--- src/rtl/core/ctt_pkg.sv ---
// ----------------------------------------------------------------------------
// ctt_pkg
// Shared types, codes and decode helpers for the configuration text tokenizer.
// ----------------------------------------------------------------------------
`default_nettype none

package ctt_pkg;

    localparam int CharW  = 8;
    localparam int KindW  = 3;
    localparam int ModeW  = 3;
    localparam int CfgIdxW = 3;
    localparam int MaxRes = 3;
    localparam int CntW   = 2;

    // lexer modes
    localparam logic [ModeW-1:0] MODE_BETWEEN   = 3'd0;
    localparam logic [ModeW-1:0] MODE_BARE      = 3'd1;
    localparam logic [ModeW-1:0] MODE_Q_EMPTY   = 3'd2;
    localparam logic [ModeW-1:0] MODE_Q_BODY    = 3'd3;
    localparam logic [ModeW-1:0] MODE_ESC_EMPTY = 3'd4;
    localparam logic [ModeW-1:0] MODE_ESC_BODY  = 3'd5;
    localparam logic [ModeW-1:0] MODE_COMMENT   = 3'd6;

    // token kinds
    localparam logic [KindW-1:0] KIND_CHAR   = 3'd0;
    localparam logic [KindW-1:0] KIND_END    = 3'd1;
    localparam logic [KindW-1:0] KIND_ASSIGN = 3'd2;
    localparam logic [KindW-1:0] KIND_OPEN   = 3'd3;
    localparam logic [KindW-1:0] KIND_CLOSE  = 3'd4;
    localparam logic [KindW-1:0] KIND_LINE   = 3'd5;

    // input command
    localparam logic CMD_CHAR = 1'b0;
    localparam logic CMD_EOL  = 1'b1;

    // register indexes
    localparam logic [CfgIdxW-1:0] CFG_SPACE   = 3'd0;
    localparam logic [CfgIdxW-1:0] CFG_ASSIGN  = 3'd1;
    localparam logic [CfgIdxW-1:0] CFG_COMMENT = 3'd2;
    localparam logic [CfgIdxW-1:0] CFG_OPEN    = 3'd3;
    localparam logic [CfgIdxW-1:0] CFG_CLOSE   = 3'd4;
    localparam logic [CfgIdxW-1:0] CFG_QUOTE   = 3'd5;
    localparam logic [CfgIdxW-1:0] CFG_ESCAPE  = 3'd6;

    // register reset values
    localparam logic [CharW-1:0] RST_SPACE   = 8'd32;
    localparam logic [CharW-1:0] RST_ASSIGN  = 8'd61;
    localparam logic [CharW-1:0] RST_COMMENT = 8'd35;
    localparam logic [CharW-1:0] RST_OPEN    = 8'd91;
    localparam logic [CharW-1:0] RST_CLOSE   = 8'd93;
    localparam logic [CharW-1:0] RST_QUOTE   = 8'd34;
    localparam logic [CharW-1:0] RST_ESCAPE  = 8'd92;

    localparam logic [CharW-1:0] TAB_CHAR = 8'd9;

    typedef struct packed {
        logic [CharW-1:0] space_c;
        logic [CharW-1:0] assign_c;
        logic [CharW-1:0] comment_c;
        logic [CharW-1:0] open_c;
        logic [CharW-1:0] close_c;
        logic [CharW-1:0] quote_c;
        logic [CharW-1:0] escape_c;
    } t_cfg;

    typedef struct packed {
        logic [KindW-1:0] kind;
        logic [CharW-1:0] ch;
        logic             quoted;
    } t_tok;

    typedef struct packed {
        logic             has;
        t_tok             tok;
        logic [ModeW-1:0] mode;
    } t_step;

    function automatic t_tok mk_tok(input logic [KindW-1:0] kind,
                                    input logic [CharW-1:0] ch,
                                    input logic             q);
        t_tok t;
        t.kind   = kind;
        t.ch     = (kind == KIND_CHAR) ? ch : '0;
        t.quoted = q;
        return t;
    endfunction

    // one byte seen between fields
    function automatic t_step between_fn(input logic [CharW-1:0] c, input t_cfg cfg);
        t_step s;
        s.has  = 1'b0;
        s.tok  = mk_tok(KIND_CHAR, '0, 1'b0);
        s.mode = MODE_BETWEEN;
        if (c == cfg.space_c || c == TAB_CHAR) begin
            s.mode = MODE_BETWEEN;
        end else if (c == cfg.assign_c) begin
            s.has = 1'b1;
            s.tok = mk_tok(KIND_ASSIGN, '0, 1'b0);
        end else if (c == cfg.comment_c) begin
            s.mode = MODE_COMMENT;
        end else if (c == cfg.open_c) begin
            s.has = 1'b1;
            s.tok = mk_tok(KIND_OPEN, '0, 1'b0);
        end else if (c == cfg.close_c) begin
            s.has = 1'b1;
            s.tok = mk_tok(KIND_CLOSE, '0, 1'b0);
        end else if (c == cfg.quote_c) begin
            s.mode = MODE_Q_EMPTY;
        end else begin
            s.has  = 1'b1;
            s.tok  = mk_tok(KIND_CHAR, c, 1'b0);
            s.mode = MODE_BARE;
        end
        return s;
    endfunction

    // one byte seen inside quotes
    function automatic t_step quotes_fn(input logic [CharW-1:0] c, input logic nonempty,
                                        input t_cfg cfg);
        t_step s;
        s.has  = 1'b0;
        s.tok  = mk_tok(KIND_END, '0, 1'b1);
        s.mode = MODE_BETWEEN;
        if (c == cfg.quote_c) begin
            s.has  = nonempty;
            s.mode = MODE_BETWEEN;
        end else if (c == cfg.escape_c) begin
            s.mode = nonempty ? MODE_ESC_BODY : MODE_ESC_EMPTY;
        end else begin
            s.has  = 1'b1;
            s.tok  = mk_tok(KIND_CHAR, c, 1'b1);
            s.mode = MODE_Q_BODY;
        end
        return s;
    endfunction

endpackage

`default_nettype wire

--- src/rtl/core/ctt_cfg_regs.sv ---
// ----------------------------------------------------------------------------
// ctt_cfg_regs
// Special character registers, written through the configuration channel.
// ----------------------------------------------------------------------------
`default_nettype none

module ctt_cfg_regs
    import ctt_pkg::*;
(
    input  wire logic               i_clk,
    input  wire logic               i_rst_n,
    input  wire logic               i_wr,
    input  wire logic [CfgIdxW-1:0] i_index,
    input  wire logic [CharW-1:0]   i_data,
    output t_cfg                    o_cfg
);

    t_cfg r_cfg;

    always_ff @(posedge i_clk) begin
        if (!i_rst_n) begin
            r_cfg.space_c   <= RST_SPACE;
            r_cfg.assign_c  <= RST_ASSIGN;
            r_cfg.comment_c <= RST_COMMENT;
            r_cfg.open_c    <= RST_OPEN;
            r_cfg.close_c   <= RST_CLOSE;
            r_cfg.quote_c   <= RST_QUOTE;
            r_cfg.escape_c  <= RST_ESCAPE;
        end else if (i_wr) begin
            case (i_index)
                CFG_SPACE:   r_cfg.space_c   <= i_data;
                CFG_ASSIGN:  r_cfg.assign_c  <= i_data;
                CFG_COMMENT: r_cfg.comment_c <= i_data;
                CFG_OPEN:    r_cfg.open_c    <= i_data;
                CFG_CLOSE:   r_cfg.close_c   <= i_data;
                CFG_QUOTE:   r_cfg.quote_c   <= i_data;
                CFG_ESCAPE:  r_cfg.escape_c  <= i_data;
                default: begin
                end
            endcase
        end
    end

    assign o_cfg = r_cfg;

endmodule

`default_nettype wire

--- src/rtl/core/ctt_lexer.sv ---
// ----------------------------------------------------------------------------
// ctt_lexer
// Input register, lexer mode and the decode of one item into up to three tokens.
// ----------------------------------------------------------------------------
`default_nettype none

module ctt_lexer
    import ctt_pkg::*;
(
    input  wire logic             i_clk,
    input  wire logic             i_rst_n,
    input  t_cfg                  i_cfg,
    input  wire logic             i_valid,
    output logic                  o_ready,
    input  wire logic             i_cmd,
    input  wire logic [CharW-1:0] i_char,
    input  wire logic             i_free,
    output logic                  o_load,
    output t_tok [MaxRes-1:0]     o_tok,
    output logic [CntW-1:0]       o_cnt
);

    logic             r_valid;
    logic             r_cmd;
    logic [CharW-1:0] r_char;
    logic [ModeW-1:0] r_mode;
    logic [ModeW-1:0] n_mode;
    t_tok [MaxRes-1:0] res;
    logic [CntW-1:0]   cnt;
    t_step             st;

    assign o_load  = r_valid && i_free;
    assign o_ready = !r_valid || i_free;

    always_ff @(posedge i_clk) begin
        if (!i_rst_n) begin
            r_valid <= 1'b0;
            r_mode  <= MODE_BETWEEN;
        end else begin
            if (o_ready) begin
                r_valid <= i_valid;
            end
            if (o_load) begin
                r_mode <= n_mode;
            end
        end
    end

    always_ff @(posedge i_clk) begin
        if (o_ready && i_valid) begin
            r_cmd  <= i_cmd;
            r_char <= i_char;
        end
    end

    always_comb begin
        res    = '0;
        cnt    = '0;
        n_mode = r_mode;
        st     = between_fn(r_char, i_cfg);
        if (r_cmd == CMD_EOL) begin
            n_mode = MODE_BETWEEN;
            case (r_mode)
                MODE_BARE: begin
                    res[0] = mk_tok(KIND_END, '0, 1'b0);
                    res[1] = mk_tok(KIND_LINE, '0, 1'b0);
                    cnt    = 2'd2;
                end
                MODE_Q_BODY: begin
                    res[0] = mk_tok(KIND_END, '0, 1'b1);
                    res[1] = mk_tok(KIND_LINE, '0, 1'b0);
                    cnt    = 2'd2;
                end
                MODE_ESC_EMPTY, MODE_ESC_BODY: begin
                    res[0] = mk_tok(KIND_CHAR, i_cfg.escape_c, 1'b1);
                    res[1] = mk_tok(KIND_END, '0, 1'b1);
                    res[2] = mk_tok(KIND_LINE, '0, 1'b0);
                    cnt    = 2'd3;
                end
                default: begin
                    res[0] = mk_tok(KIND_LINE, '0, 1'b0);
                    cnt    = 2'd1;
                end
            endcase
        end else begin
            case (r_mode)
                MODE_BARE: begin
                    if (r_char == i_cfg.space_c) begin
                        res[0] = mk_tok(KIND_END, '0, 1'b0);
                        cnt    = 2'd1;
                        n_mode = MODE_BETWEEN;
                    end else if (r_char == i_cfg.assign_c || r_char == i_cfg.quote_c ||
                                 r_char == i_cfg.comment_c || r_char == i_cfg.open_c ||
                                 r_char == i_cfg.close_c) begin
                        // field ends, then the special is handled as between fields
                        res[0] = mk_tok(KIND_END, '0, 1'b0);
                        res[1] = st.tok;
                        cnt    = st.has ? 2'd2 : 2'd1;
                        n_mode = st.mode;
                    end else begin
                        res[0] = mk_tok(KIND_CHAR, r_char, 1'b0);
                        cnt    = 2'd1;
                    end
                end
                MODE_Q_EMPTY, MODE_Q_BODY: begin
                    st     = quotes_fn(r_char, r_mode == MODE_Q_BODY, i_cfg);
                    res[0] = st.tok;
                    cnt    = {1'b0, st.has};
                    n_mode = st.mode;
                end
                MODE_ESC_EMPTY, MODE_ESC_BODY: begin
                    if (r_char == i_cfg.quote_c) begin
                        res[0] = mk_tok(KIND_CHAR, i_cfg.quote_c, 1'b1);
                        cnt    = 2'd1;
                        n_mode = MODE_Q_BODY;
                    end else begin
                        // escape not before a quote stays literal
                        st     = quotes_fn(r_char, 1'b1, i_cfg);
                        res[0] = mk_tok(KIND_CHAR, i_cfg.escape_c, 1'b1);
                        res[1] = st.tok;
                        cnt    = st.has ? 2'd2 : 2'd1;
                        n_mode = st.mode;
                    end
                end
                MODE_COMMENT: begin
                    n_mode = MODE_COMMENT;
                end
                default: begin
                    res[0] = st.tok;
                    cnt    = {1'b0, st.has};
                    n_mode = st.mode;
                end
            endcase
        end
    end

    assign o_tok = res;
    assign o_cnt = cnt;

endmodule

`default_nettype wire

--- src/rtl/core/ctt_res_buf.sv ---
// ----------------------------------------------------------------------------
// ctt_res_buf
// Result register holding the tokens of one item, sent one per cycle when ready.
// ----------------------------------------------------------------------------
`default_nettype none

module ctt_res_buf
    import ctt_pkg::*;
(
    input  wire logic             i_clk,
    input  wire logic             i_rst_n,
    input  wire logic             i_load,
    input  t_tok [MaxRes-1:0]     i_tok,
    input  wire logic [CntW-1:0]  i_cnt,
    output logic                  o_free,
    output logic                  o_valid,
    input  wire logic             i_ready,
    output t_tok                  o_tok,
    output logic                  o_last
);

    logic [CntW-1:0]   r_cnt;
    t_tok [MaxRes-1:0] r_tok;
    logic              pop;

    assign o_valid = (r_cnt != '0);
    assign pop     = o_valid && i_ready;
    assign o_last  = (r_cnt == CntW'(1));
    assign o_free  = !o_valid || (o_last && i_ready);
    assign o_tok   = r_tok[0];

    always_ff @(posedge i_clk) begin
        if (!i_rst_n) begin
            r_cnt <= '0;
        end else if (i_load) begin
            r_cnt <= i_cnt;
        end else if (pop) begin
            r_cnt <= r_cnt - CntW'(1);
        end
    end

    always_ff @(posedge i_clk) begin
        if (i_load) begin
            r_tok <= i_tok;
        end else if (pop) begin
            r_tok[0] <= r_tok[1];
            r_tok[1] <= r_tok[2];
        end
    end

endmodule

`default_nettype wire

--- src/rtl/core/config_text_tokenizer_unit.sv ---
// ----------------------------------------------------------------------------
// config_text_tokenizer_unit
// Streaming tokenizer for line-oriented configuration text.
// ----------------------------------------------------------------------------
// One text byte or end-of-line request is taken per cycle unless the input
// register is held. It is decoded in the cycle after it is taken and its
// tokens (zero to three) land in the result register, which sends one token
// per cycle unless m_axis_tready is low, through its single token port; the
// next request waits in the input register meanwhile. The user must write
// special characters over the configuration channel only while the block is
// idle; the block itself does not enforce this.
`default_nettype none

module config_text_tokenizer_unit
    import ctt_pkg::*;
(
    input  wire logic               i_clk,
    input  wire logic               i_rst_n,
    // configuration channel
    input  wire logic               i_cfg_valid,
    output logic                    o_cfg_ready,
    input  wire logic [CfgIdxW-1:0] i_cfg_index,
    input  wire logic [CharW-1:0]   i_cfg_data,
    // input stream
    input  wire logic               s_axis_tvalid,
    output logic                    s_axis_tready,
    input  wire logic [7:0]         s_axis_tdata,   // [7:0] in_char
    input  wire logic [0:0]         s_axis_tuser,   // [0] cmd
    // token stream
    output logic                    m_axis_tvalid,
    input  wire logic               m_axis_tready,
    output logic [7:0]              m_axis_tdata,   // [7:0] out_char
    output logic [3:0]              m_axis_tuser,   // [2:0] kind, [3] quoted
    output logic                    m_axis_tlast
);

    t_cfg              cfg;
    t_tok [MaxRes-1:0] dec_tok;
    logic [CntW-1:0]   dec_cnt;
    logic              load;
    logic              free;
    t_tok              out_tok;

    assign o_cfg_ready = 1'b1;

    ctt_cfg_regs u_cfg (
        .i_clk   (i_clk),
        .i_rst_n (i_rst_n),
        .i_wr    (i_cfg_valid),
        .i_index (i_cfg_index),
        .i_data  (i_cfg_data),
        .o_cfg   (cfg)
    );

    ctt_lexer u_lexer (
        .i_clk   (i_clk),
        .i_rst_n (i_rst_n),
        .i_cfg   (cfg),
        .i_valid (s_axis_tvalid),
        .o_ready (s_axis_tready),
        .i_cmd   (s_axis_tuser[0]),
        .i_char  (s_axis_tdata),
        .i_free  (free),
        .o_load  (load),
        .o_tok   (dec_tok),
        .o_cnt   (dec_cnt)
    );

    ctt_res_buf u_buf (
        .i_clk   (i_clk),
        .i_rst_n (i_rst_n),
        .i_load  (load),
        .i_tok   (dec_tok),
        .i_cnt   (dec_cnt),
        .o_free  (free),
        .o_valid (m_axis_tvalid),
        .i_ready (m_axis_tready),
        .o_tok   (out_tok),
        .o_last  (m_axis_tlast)
    );

    assign m_axis_tdata = out_tok.ch;
    assign m_axis_tuser = {out_tok.quoted, out_tok.kind};

endmodule

`default_nettype wire

--- config.mk ---
export PLATFORM = sky130hd
export DESIGN_NAME = config_text_tokenizer_unit
export DESIGN_NICKNAME = d
export VERILOG_FILES = /design/src/rtl/core/ctt_pkg.sv /design/src/rtl/core/ctt_cfg_regs.sv /design/src/rtl/core/ctt_lexer.sv /design/src/rtl/core/ctt_res_buf.sv /design/src/rtl/core/config_text_tokenizer_unit.sv
export SDC_FILE = /design/constraint.sdc
export NUM_CORES = 1
export LEC_CHECK = 0
export BUFFER_PORTS_ARGS = -buffer_cell sky130_fd_sc_hd__buf_2
export CAP_MARGIN = 20
export CORE_MARGIN = 4
export CORE_UTILIZATION = 32
export DETAILED_ROUTE_END_ITERATION = 8
export PLACE_DENSITY = 0.49
export SLEW_MARGIN = 0
export SYNTH_ARGS = -nofsm -noshare
export SYNTH_HDL_FRONTEND = slang
export SYNTH_SLANG_ARGS = --single-unit
--- constraint.sdc ---
create_clock -name i_clk -period 1.95 [get_ports i_clk]
set_clock_uncertainty 0.05 [all_clocks]
set_input_delay 0.585 -clock i_clk [delete_from_list [all_inputs] [get_ports i_clk]]
set_output_delay 0.585 -clock i_clk [all_outputs]
set_load 0.01 [all_outputs]
---- Word level (Yosys, flattened, before mapping) ----
Cells that the tools add are included.
word-level totals
  register bits after elaboration ......... 107
  latch bits .............................. 0
  RAM bits ................................ 0
  ROM bits ................................ 0
  input bits .............................. 25
  output and inout bits ................... 16
  word-level logic and storage cells ...... 122
  memories ................................ 0
operators by class
  $add $sub $neg .......................... 1
  multipliers ............................. 0
  divide/modulo/power cells ............... 0
  order comparisons ....................... 0
  eq/ne operators ......................... 22
  shifts and indexed selects .............. 0
  mux-type cells .......................... 51
  bitwise logic cells ..................... 0
  reductions and logical operators ........ 27
operators by type and width
  kind                count
  $mux 13             7
  $mux 12             6
  $mux 24             3
  $eq 8x8->1          7
  $pmux 12 s2         2
  $pmux 12 s4         1
  $mux 3              12
  $pmux 12 s3         1
  $eq 3x3->1 const B  6
  $mux 2              9
  $reduce_and 2->1    8
  $eq 3x2->1 const B  4
  $pmux 3 s4          1
  $mux 10             1
  $mux 9              1
  $eq 8x4->1 const B  1
  $pmux 2 s4          1
  $logic_or 1x1->1    7
  $eq 3x1->1 const B  2
  $reduce_or 2->1     3
  $mux 1              5
  $logic_and 1x1->1   4
  $ne 4x1->1 const B  1
  $pmux 2 s2          1
  other kinds (5)     7

---- Depth between registers and ports, before layout ----
Gate-level depths: netlist of run 1.
  depth after elaboration ................. 13
  mapped depth ............................ 10
  mapped depth without buffers ............ 9

---- Cells and area by module ----
From an unflattened synthesis of run 1, not the netlist that was laid out.
second synthesis, totals
  cells, all modules ...................... 573
  area, all modules ....................... 6083.3 µm²
modules (own cells, without submodules)
  module                      instances  cells each  area each (µm²)  sequential area each (µm²)
  ctt_cfg_regs                1          208         2193.4           1121.1
  ctt_lexer                   1          269         2172.1           350.3
  ctt_res_buf                 1          94          1706.6           1121.1
  config_text_tokenizer_unit  1          2           11.3             0.0

---- Worst setup path after synthesis of run 1 ----
No wires, ideal clock.
  kind .................................... register to register
  start ................................... register u_lexer.r_char[6]
  end ..................................... register u_buf.r_tok (netlist bit u_buf.o_tok[1]), data pin
  library setup time ...................... 0.271 ns
  arrival time ............................ 1.804 ns
  data required time ...................... 1.629 ns
  path slack .............................. -0.175 ns
  stages on the path, launching flop included .. 10
  path buffers ............................ 2
  clock period less this slack ............ 2.125 ns
  path through ............................ edfxtp_1 buf_6 xor2_2 nor4_1 and2_4 or3_1 buf_6 o2bb2ai_2 o21ai_4 o221ai_1
between the ends
  longest elaborated chain between the ends .. 10
  elaborated cells between the ends (all ways) .. 27
  those cells by class .................... eq/ne (8); mux (14); reduce/logical (5)
RTL lines
  element                                             RTL line                         text
  from (decl)                                         ctt_lexer.sv:25                  logic [CharW-1:0] r_char;
  from (signal assigned)                              ctt_lexer.sv:52                  r_char <= i_char;
  $eq 8x8->1, on equally long branches                -
  $mux 13 / $logic_or 1x1->1 (equally long branches)  ctt_pkg.sv:108, ctt_lexer.sv:92
  $mux 13 / $logic_or 1x1->1 (equally long branches)  ctt_pkg.sv:105, ctt_lexer.sv:92
  $mux 13 / $logic_or 1x1->1 (equally long branches)  ctt_pkg.sv:102, ctt_lexer.sv:93
  $mux 13 / $logic_or 1x1->1 (equally long branches)  ctt_pkg.sv:100, ctt_lexer.sv:93
  $mux 13 / $mux 10 (equally long branches)           ctt_pkg.sv:97, ctt_lexer.sv:92
  $mux 13 / $mux 12 (equally long branches)           ctt_pkg.sv:95, ctt_lexer.sv:88
  $pmux 12 s4 *                                       ctt_lexer.sv:86                  case (r_mode)
  $mux 24 *                                           ctt_lexer.sv:61                  if (r_cmd == CMD_EOL) begin
  $mux 24 *                                           ctt_res_buf.sv:43                if (i_load) begin
  to (signal assigned)                                ctt_res_buf.sv:44                r_tok <= i_tok;
  to (decl)                                           ctt_res_buf.sv:23                t_tok [MaxRes-1:0] r_tok;
Mark *: on every way between the ends. The rest lies on a longest branch, timed or not.
A chain may end at the register's enable or synchronous reset.

---- Final worst setup path of run 1 ----
  start ................................... register u_lexer.r_char[2]
  end ..................................... register u_buf.r_cnt[0]
between the ends
  longest elaborated chain between the ends .. 13
  elaborated cells between the ends (all ways) .. 32
  those cells by class .................... eq/ne (8); mux (19); reduce/logical (5)
RTL lines
  element               RTL line           text
  $eq 8x8->1            -
  $mux 13               ctt_pkg.sv:108     end else if (c == cfg.quote_c) begin
  $mux 13               ctt_pkg.sv:105     end else if (c == cfg.close_c) begin
  $mux 13               ctt_pkg.sv:102     end else if (c == cfg.open_c) begin
  $mux 13               ctt_pkg.sv:100     end else if (c == cfg.comment_c) begin
  $mux 13               ctt_pkg.sv:97      end else if (c == cfg.assign_c) begin
  $mux 13               ctt_pkg.sv:95      if (c == cfg.space_c || c == TAB_CHAR) begin
  $mux 2                ctt_lexer.sv:98    cnt = st.has ? 2'd2 : 2'd1;
  $mux 2                ctt_lexer.sv:92    end else if (r_char == i_cfg.assign_c || r_char == i_cfg.quote_c ||
  $mux 2                ctt_lexer.sv:88    if (r_char == i_cfg.space_c) begin
  $pmux 2 s4 *          ctt_lexer.sv:86
  $mux 2 *              ctt_lexer.sv:61
  $mux 2 *              ctt_res_buf.sv:35  end else if (i_load) begin
  to (signal assigned)  ctt_res_buf.sv:36  r_cnt <= i_cnt;
  to (signal assigned)  ctt_res_buf.sv:38  r_cnt <= r_cnt - CntW'(1);
  to (decl)             ctt_res_buf.sv:22  logic [CntW-1:0] r_cnt;
Mark *: on every way between the ends. The rest lies on a longest branch, timed or not. The select of a mux whose other input is x is not followed.

==> metrics.md, run 1 <==
| Metric | Value |
|---|---|
| Status | finished, violations left |
| Failing checks | setup timing |
| Fin area | 0.00717 mm² |
| Vias per cell | 4.73 |
| RePlAce Congestion | 0.933 |
| Cell repeated most along the worst path | buf_6 |
| # port buffers | 39 |
| Post-route setup slack | -0.480 ns |
| EDFF count, synth | 34 |
| CTS tree | done |
| Root buffer cell | clkbuf_16 |
| Area after DPL | 0.00606 mm² |
| Max incr delay on CP | 0.46 ns |
| DR vias | 4293 |
| Minimum clock period | 2.43 ns |
| 1st-iter DRT viols | 281 |
| Crit. End Element | register |
| Worst IR drop on VDD | 0.407 mV |
| FFs w/ async S/R, synth | 0% |
| Worst-case clock buffer depth | 2 |
| Die area | 0.0181 mm² |
| Fin. Hold Viols | 0 |
| Synth Instances | 563 |
| Initial antenna violation count | 0 |
| Most common cell after layout, fill and taps aside | nand2_1 |
| Hold Crit Class | in2reg |
| Largest net degree at the start of global routing | 63 |
| Fill count | 1468 |
| Die H | 134 µm |
| HPWL Detailed | 11100 µm |
| WS Path Type | reg2reg |
| Overflow after GRT | 0 |
| Drt total wl | 15100 µm |
| WL/cell | 16.7 µm |
| Commonest non-fill, non-tap cells in the layout | 138 x nand2_1, 88 x buf_4, 60 x dfxtp_1, 37 x buf_2, 34 x edfxtp_1 |
| Average cell area after synthesis | 9.08 µm² |
| Worst-path clk slew | 0.07 ns |
| DRT antenna net count | 0 |
| Hold_buf cts | 0 |
| Crit-path max FO | 4 |
| Ys Warns | 0 |
| Final setup violating endpoints | 29 |
| Synth top area share | 24.3% |
| DRC | 0 |
| CP required | 2.15 ns |
| Distinct cells, synth | 57 |
| Vias in the first global route | 4423 |
| Synth Net Count | 593 |
| Global-route wire length before repair | 23900 µm |
| Total design power | 5.44 mW |
| Synth top area cells | dfxtp_1 24%, edfxtp_1 20%, nand2_1 11% |
| Cell area after synthesis | 0.00511 mm² |
| Initial Utilization | 33.1% |
| F_max | 412 MHz |
| Die X-Extent | 134 µm |
| CP max stage cell | edfxtp_1 |
| #FFs+latches synth | 96 |
| Inst Count DP | 867 |
| TritonRoute pass-1 iters | 4 |
| P_leak | 2.89 nW |
| Commonest register cell after synthesis | dfxtp_1 |
| Area delta synth->final | 40.3% |
| Cell Chain, Critical Path | buf_6 > buf_6 > xor2_2 > nor4_4 > a22oi_2 > o21ai_4 > buf_4 > nor3_1 > o21ai_0 > a31oi_1 |
| Row count | 45 |
| Core area | 0.0154 mm² |
| Setup crit start kind | register |
| H-tree depth | 3 |
| Pwr per Cell Area | 759 mW/mm² |
| Nets | 721 |
| Period utilization | 125% |
| Slew Viols, Final | 0 |
| Arrival time at the worst endpoint | 2.63 ns |
| Total CTS buffers | 9 |
| Seq/Total Area, Yosys | 44.3% |
| Clk_lat worst skew | 0.35 ns |
| Diode count | 0 |
| Synth area leader | dfxtp_1 |
| GRT Overall Usage | 17.2% |
| I/O pin cnt | 41 |
| Share of cells above drive strength 1 | 37.1% |
| CTS sink count | 96 |
| Unrepaired setup endpoints after global routing | yes |
| Final core utilization | 46.5% |
| Final Non-Filler Cells | 907 |
| Max-cap violation count | 0 |
report_power, final:
part	switching [mW]	internal (mW)	total (mW)	leakage [nW]
registers	0.0953	2.27	2.37	0.838
logic	0.623	0.556	1.18	1.90
clock network	0.812	1.08	1.89	0.153
worst max-delay path, delay by kind of cell (launching register included):
kind / cells / cell delay (ns)
compound gates: 4 / 0.92
xor+xnor: 1 / 0.16
buf+inv: 3 / 0.46
flops: 1 / 0.46
simple gates: 2 / 0.28
stage by stage:
step	hold slack [ns]	TNS, ns	worst slack [ns]
3_5_place_dp	0.419	-16.14	-0.727
5_1_grt	0.339	-13.33	-0.593
6_report	0.355	-10.66	-0.480
3_3_place_gp	0.412	-16.52	-0.700
4_1_cts	0.344	-11.14	-0.500
2_1_floorplan	0.405	-1.29	-0.146
cell type report:
| cell class | count | area, µm² | share of cell area (%) |
|---|---|---|---|
| clock buffer | 11 | 254 | 3.54 |
| clock inverter | 5 | 60.1 | 0.838 |
| inverter | 16 | 62.6 | 0.872 |
| multi-input combinational | 413 | 3040 | 42.5 |
| sequential | 96 | 2270 | 31.6 |
| tap | 211 | 264 | 3.68 |
| timing repair buffer | 155 | 1220 | 17.0 |
layer usage:
| metal | global-route usage (%) | vias to the layer above | routed length [µm] |
|---|---|---|---|
| li1 | - | 2162 | - |
| met1 | 22.6 | 2035 | 6810 |
| met2 | 28.9 | 80 | 7500 |
| met3 | 3.04 | 16 | 587 |
| met4 | 5.60 | 0 | 240 |
| met5 | 0 | - | 0 |
worst paths after layout:
kind | from | to | slack [ns] | cells past startpoint
worst max-delay path | u_lexer.r_char[2]$_DFFE_PP_ | u_buf.r_cnt[0]$_SDFFE_PN0P_ | -0.48 | 10
worst min-delay path | s_axis_tdata[7] | u_lexer.r_char[7]$_DFFE_PP_ | 0.35 | 1
worst max register to register | u_lexer.r_char[2]$_DFFE_PP_ | u_buf.r_cnt[0]$_SDFFE_PN0P_ | -0.48 | 10
worst min register to register | u_cfg.o_cfg[23]$_SDFFE_PN0P_ | u_cfg.o_cfg[23]$_SDFFE_PN0P_ | 0.43 | 2
sequential cells by signal, summed over array words and instances (netlist names):
name             flops
u_cfg.o_cfg         56
u_buf.r_tok         13
u_buf.o_tok         12
u_lexer.r_char       8
u_lexer.r_mode       3
u_buf.r_cnt          2
u_lexer.r_cmd        1
u_lexer.r_valid      1
cells in the mapped netlist, types with 6 or more instances:
| master | count |
|---|---|
| o221ai_1 | 9 |
| nor4_1 | 8 |
| nand4_1 | 6 |
| o21ai_0 | 13 |
| nor2b_1 | 8 |
| dfxtp_1 | 62 |
| nor3_1 | 6 |
| inv_1 | 15 |
| edfxtp_1 | 34 |
| nand2_1 | 145 |
| a21oi_1 | 11 |
| a21boi_0 | 32 |
| mux2i_1 | 8 |
| xnor2_1 | 16 |
| xor2_1 | 36 |
| nor2_1 | 12 |
| buf_4 | 13 |
| buf_6 | 9 |
| nand3_1 | 32 |
| clkbuf_1 | 15 |
| and3_1 | 11 |
cells by family (layout without fill, tap and decap cells):
kind of cell	count (synthesis)	count (layout)	share of synthesized area, %
buffers and inverters	54	187	6.27
AND/OR/NAND/NOR	253	253	23.6
multiplexers	9	9	1.79
XOR/XNOR	56	56	10.2
other	1	1	0.0734
adder cells (fa/ha/maj)	5	5	1.22
flip-flops	96	96	44.3
AO/OA/AOI/OAI	89	89	12.6
what timing repair did:
item	CTS	global route
setup endpoints to repair	29	30
buffers inserted	23	4
pin swaps	38	23
resized for setup	85	33
No activity file was read; power rests on OpenSTA's default activity.
==> inputs of run 2 (changes only) <==
PLACE_DENSITY = 0.48   (was 0.49)
SETUP_SLACK_MARGIN = 0.02   (was not set)
SYNTH_HIERARCHICAL = 1   (was not set)
==> run 2 against run 1 <==
Against the previous run:
- the flow still finishes with violations (setup timing)
- design area grew 13%
- register-to-register slack got worse by 0.18 ns
- sequential share of layout area is 0.54 points higher
- first-iteration DRC count increased by 13%
- routed wire length rose by 11%
- area after synthesis is 19% higher
- count of clock-buffer cells in the layout rose by 1
==> metrics.md, run 2 <==
| Metric | Value |
|---|---|
| F_max | 383 MHz (-6.9%) |
| Share of cells above drive strength 1 | 42.4% (+5.4 points) |
| Wire length on met2 | 8030 µm (+7.0%) |
| Fill count | 1754 (+19%) |
| Minimum clock period | 2.61 ns (+0.179 ns) |
| I/O pin cnt | 41 (unchanged) |
| Slew Viols, Final | 0 (unchanged) |
| Vias per cell | 4.96 (+4.9%) |
| Synth top area cells | edfxtp_1 22%, dfxtp_1 20%, mux2i_1 9.2% |
| Die H | 146 µm (+8.6%) |
| Overflow after GRT | 0 (unchanged) |
| Critical Path Start | u_lexer/r_char[4]$_DFFE_PP_ |
| Crit. End Element | register |
| Initial Utilization | 32.5% (-0.61 points) |
| Arrival time at the worst endpoint | 2.79 ns (+0.16 ns) |
| Row count | 50 (+11%) |
| Ys Warns | 6 (+6) |
| Period utilization | 134% (+9.2 points) |
| Highest metal used | met4 |
| 1st-iter DRT viols | 318 (+13%) |
| Average cell area after synthesis | 10.6 µm² (+17%) |
| Failing checks | setup timing |
| Min-delay src | s_axis_tdata[6] |
| Core area | 0.0187 mm² (+21%) |
| Hold Worst Slack | 0.341 ns (-0.0134 ns) |
| DR vias | 4637 (+8.0%) |
| Total design power | 6.19 mW (+14%) |
| Unrepaired setup endpoints after global routing | yes |
| Root buffer cell | clkbuf_16 |
| Setup crit start kind | register |
| Commonest register cell after synthesis | dfxtp_1 |
| Crit-path max FO | 8 (+4) |
| DRT antenna net count | 0 (unchanged) |
| CTS tree | done |
| Area after DPL | 0.00709 mm² (+17%) |
| Metal1 wirelength | 7810 µm (+15%) |
| # port buffers | 39 (unchanged) |
| Max-cap violation count | 0 (unchanged) |
| Diode count | 0 (unchanged) |
| CP required | 2.13 ns (-0.02 ns) |
| Worst IR drop on VDD | 0.434 mV (+6.5%) |
| Max FFs per register | 56 (unchanged) |
| Synth top area share | 22.2% (-2.1 points) |
| WL/cell | 18.0 µm (+7.6%) |
| RePlAce Congestion | 0.823 (-12%) |
| Final setup violating endpoints | 28 (-3.4%) |
| Drt total wl | 16800 µm (+11%) |
| Wire length on met3 | 637 µm (+8.5%) |
| Hold_buf cts | 0 (unchanged) |
| Pwr per Cell Area | 765 mW/mm² (+0.84%) |
| Die area | 0.0213 mm² (+18%) |
| Total CTS buffers | 9 (unchanged) |
| TritonRoute pass-1 iters | 6 (+2) |
| Area delta synth->final | 32.9% |
| Final core utilization | 43.2% (-3.3 points) |
| Worst-path clk slew | 0.07 ns (about the same) |
| Global-route wire length before repair | 26300 µm (+9.9%) |
| Distinct cells, synth | 67 (+18%) |
| WS Path Type | reg2reg |
| Synth Instances | 573 (+1.8%) |
| P_leak | 3.41 nW (+18%) |
| Seq/Total Area, Yosys | 42.6% (-1.6 points) |
| H-tree depth | 3 (unchanged) |
| Vias in the first global route | 4756 (+7.5%) |
| CTS sink count | 107 (+11%) |
| Fin area | 0.00808 mm² (+13%) |
| Status | finished, violations left |
| Post-route setup slack | -0.659 ns (-0.179 ns) |
| FFs w/ async S/R, synth | 0% (unchanged) |
| Final Non-Filler Cells | 934 (+3.0%) |
| Largest net degree at the start of global routing | 45 (-29%) |
| Worst slew pin tran | 0.537 ns |
| GRT Overall Usage | 15.8% (-1.5 points) |
| Fin. Hold Viols | 0 (unchanged) |
| DRC | 0 (unchanged) |
| Slew headroom | 64.2% |
| Initial antenna violation count | 0 (unchanged) |
| #FFs+latches synth | 107 (+11%) |
| Hold Crit Class | in2reg |
| Commonest non-fill, non-tap cells in the layout | 103 x buf_4, 58 x dfxtp_1, 56 x mux2i_1, 54 x nand2_1, 45 x edfxtp_1 |
| Inst Count DP | 897 (+3.5%) |
| Synth area leader | edfxtp_1 |
| Clk_lat worst skew | 0.37 ns (+0.02 ns) |
| Die X-Extent | 146 µm (+8.6%) |
| Nets | 725 (+0.55%) |
| R2R Path Start | u_lexer/r_char[4]$_DFFE_PP_ |
| Most common cell after layout, fill and taps aside | buf_4 |
| Worst-case clock buffer depth | 2 (unchanged) |
| Cell area after synthesis | 0.00608 mm² (+19%) |
| Most frequent cells after synthesis | 62 x dfxtp_1, 62 x nand2_1, 56 x mux2i_1, 45 x edfxtp_1, 33 x nor2b_1 |
| EDFF count, synth | 45 (+32%) |
| HPWL Detailed | 11900 µm (+7.5%) |
-- run 2: cells by family after synthesis --
| kind of cell | Yosys count | synth area share, % |
|---|---|---|
| AOI/OAI and AO/OA | 76 | 9.36 |
| xor gates and xnor gates | 57 | 8.21 |
| adders and majority gates | 5 | 1.03 |
| buffers and inverters | 70 | 7.73 |
| DFF | 107 | 42.6 |
| muxes | 81 | 15.0 |
| other | 2 | 0.123 |
| and+or+nand+nor | 175 | 16.0 |
-- run 2: layer usage --
metal  vias to the layer above  global-route usage, %
li1                       2241                      -
met1                      2278                   21.6
met2                        98                   25.5
met3                        20                   2.24
met4                         0                   5.60
met5                         -                      0
-- run 2: timing repair --
item                                    4_1_cts  5_1_grt
pin swaps                                    31       30
gates resized for setup                      77       39
endpoints found under the setup margin       29       30
setup buffers                                15       10
-- run 2: final cells by class --
type                    count  area [µm²]  area share [%]
multi-input cells         405        3610            44.7
flip-flops and latches    107        2600            32.2
repair buffers            162        1250            15.4
well taps                 234         293            3.62
clock buffers              12         258            3.19
inverters                  10        42.5           0.526
clock inverters             4        30.0           0.371
-- run 2: report_power, final --
| part | internal [mW] | switching [mW] |
|---|---|---|
| Sequential | 2.64 | 0.0940 |
| Combinational | 0.825 | 0.816 |
| Clock | 0.956 | 0.855 |
-- run 2: path summary, 6_finish.rpt --
path | to | slack [ns] | cells past startpoint
setup / recovery | u_buf/o_tok[3]$_DFFE_PP_ | -0.66 | 9
hold / removal | u_lexer/r_char[6]$_DFFE_PP_ | 0.34 | 1
setup reg to reg | u_buf/o_tok[3]$_DFFE_PP_ | -0.66 | 9
hold reg to reg | u_cfg/o_cfg[41]$_SDFFE_PN0P_ | 0.42 | 2
-- run 2: critical path, cell delays in order, from the launching register on --
cell	delay, ns
edfxtp_1	0.50
buf_4	0.18
xnor2_1	0.13
nand4_2	0.09
nor2_4	0.05
or3_4	0.42
o31ai_4	0.47
a221oi_2	0.16
a221oi_2	0.24
mux2_4	0.19
-- run 2: metrics by stage --
| stage | setup slack [ns] | TNS [ns] |
|---|---|---|
| after floorplan | -0.375 | -5.21 |
| after global placement | -0.829 | -17.50 |
| after detailed placement | -0.815 | -16.73 |
| after CTS | -0.591 | -11.92 |
| after global routing | -0.767 | -15.25 |
| final | -0.659 | -13.20 |
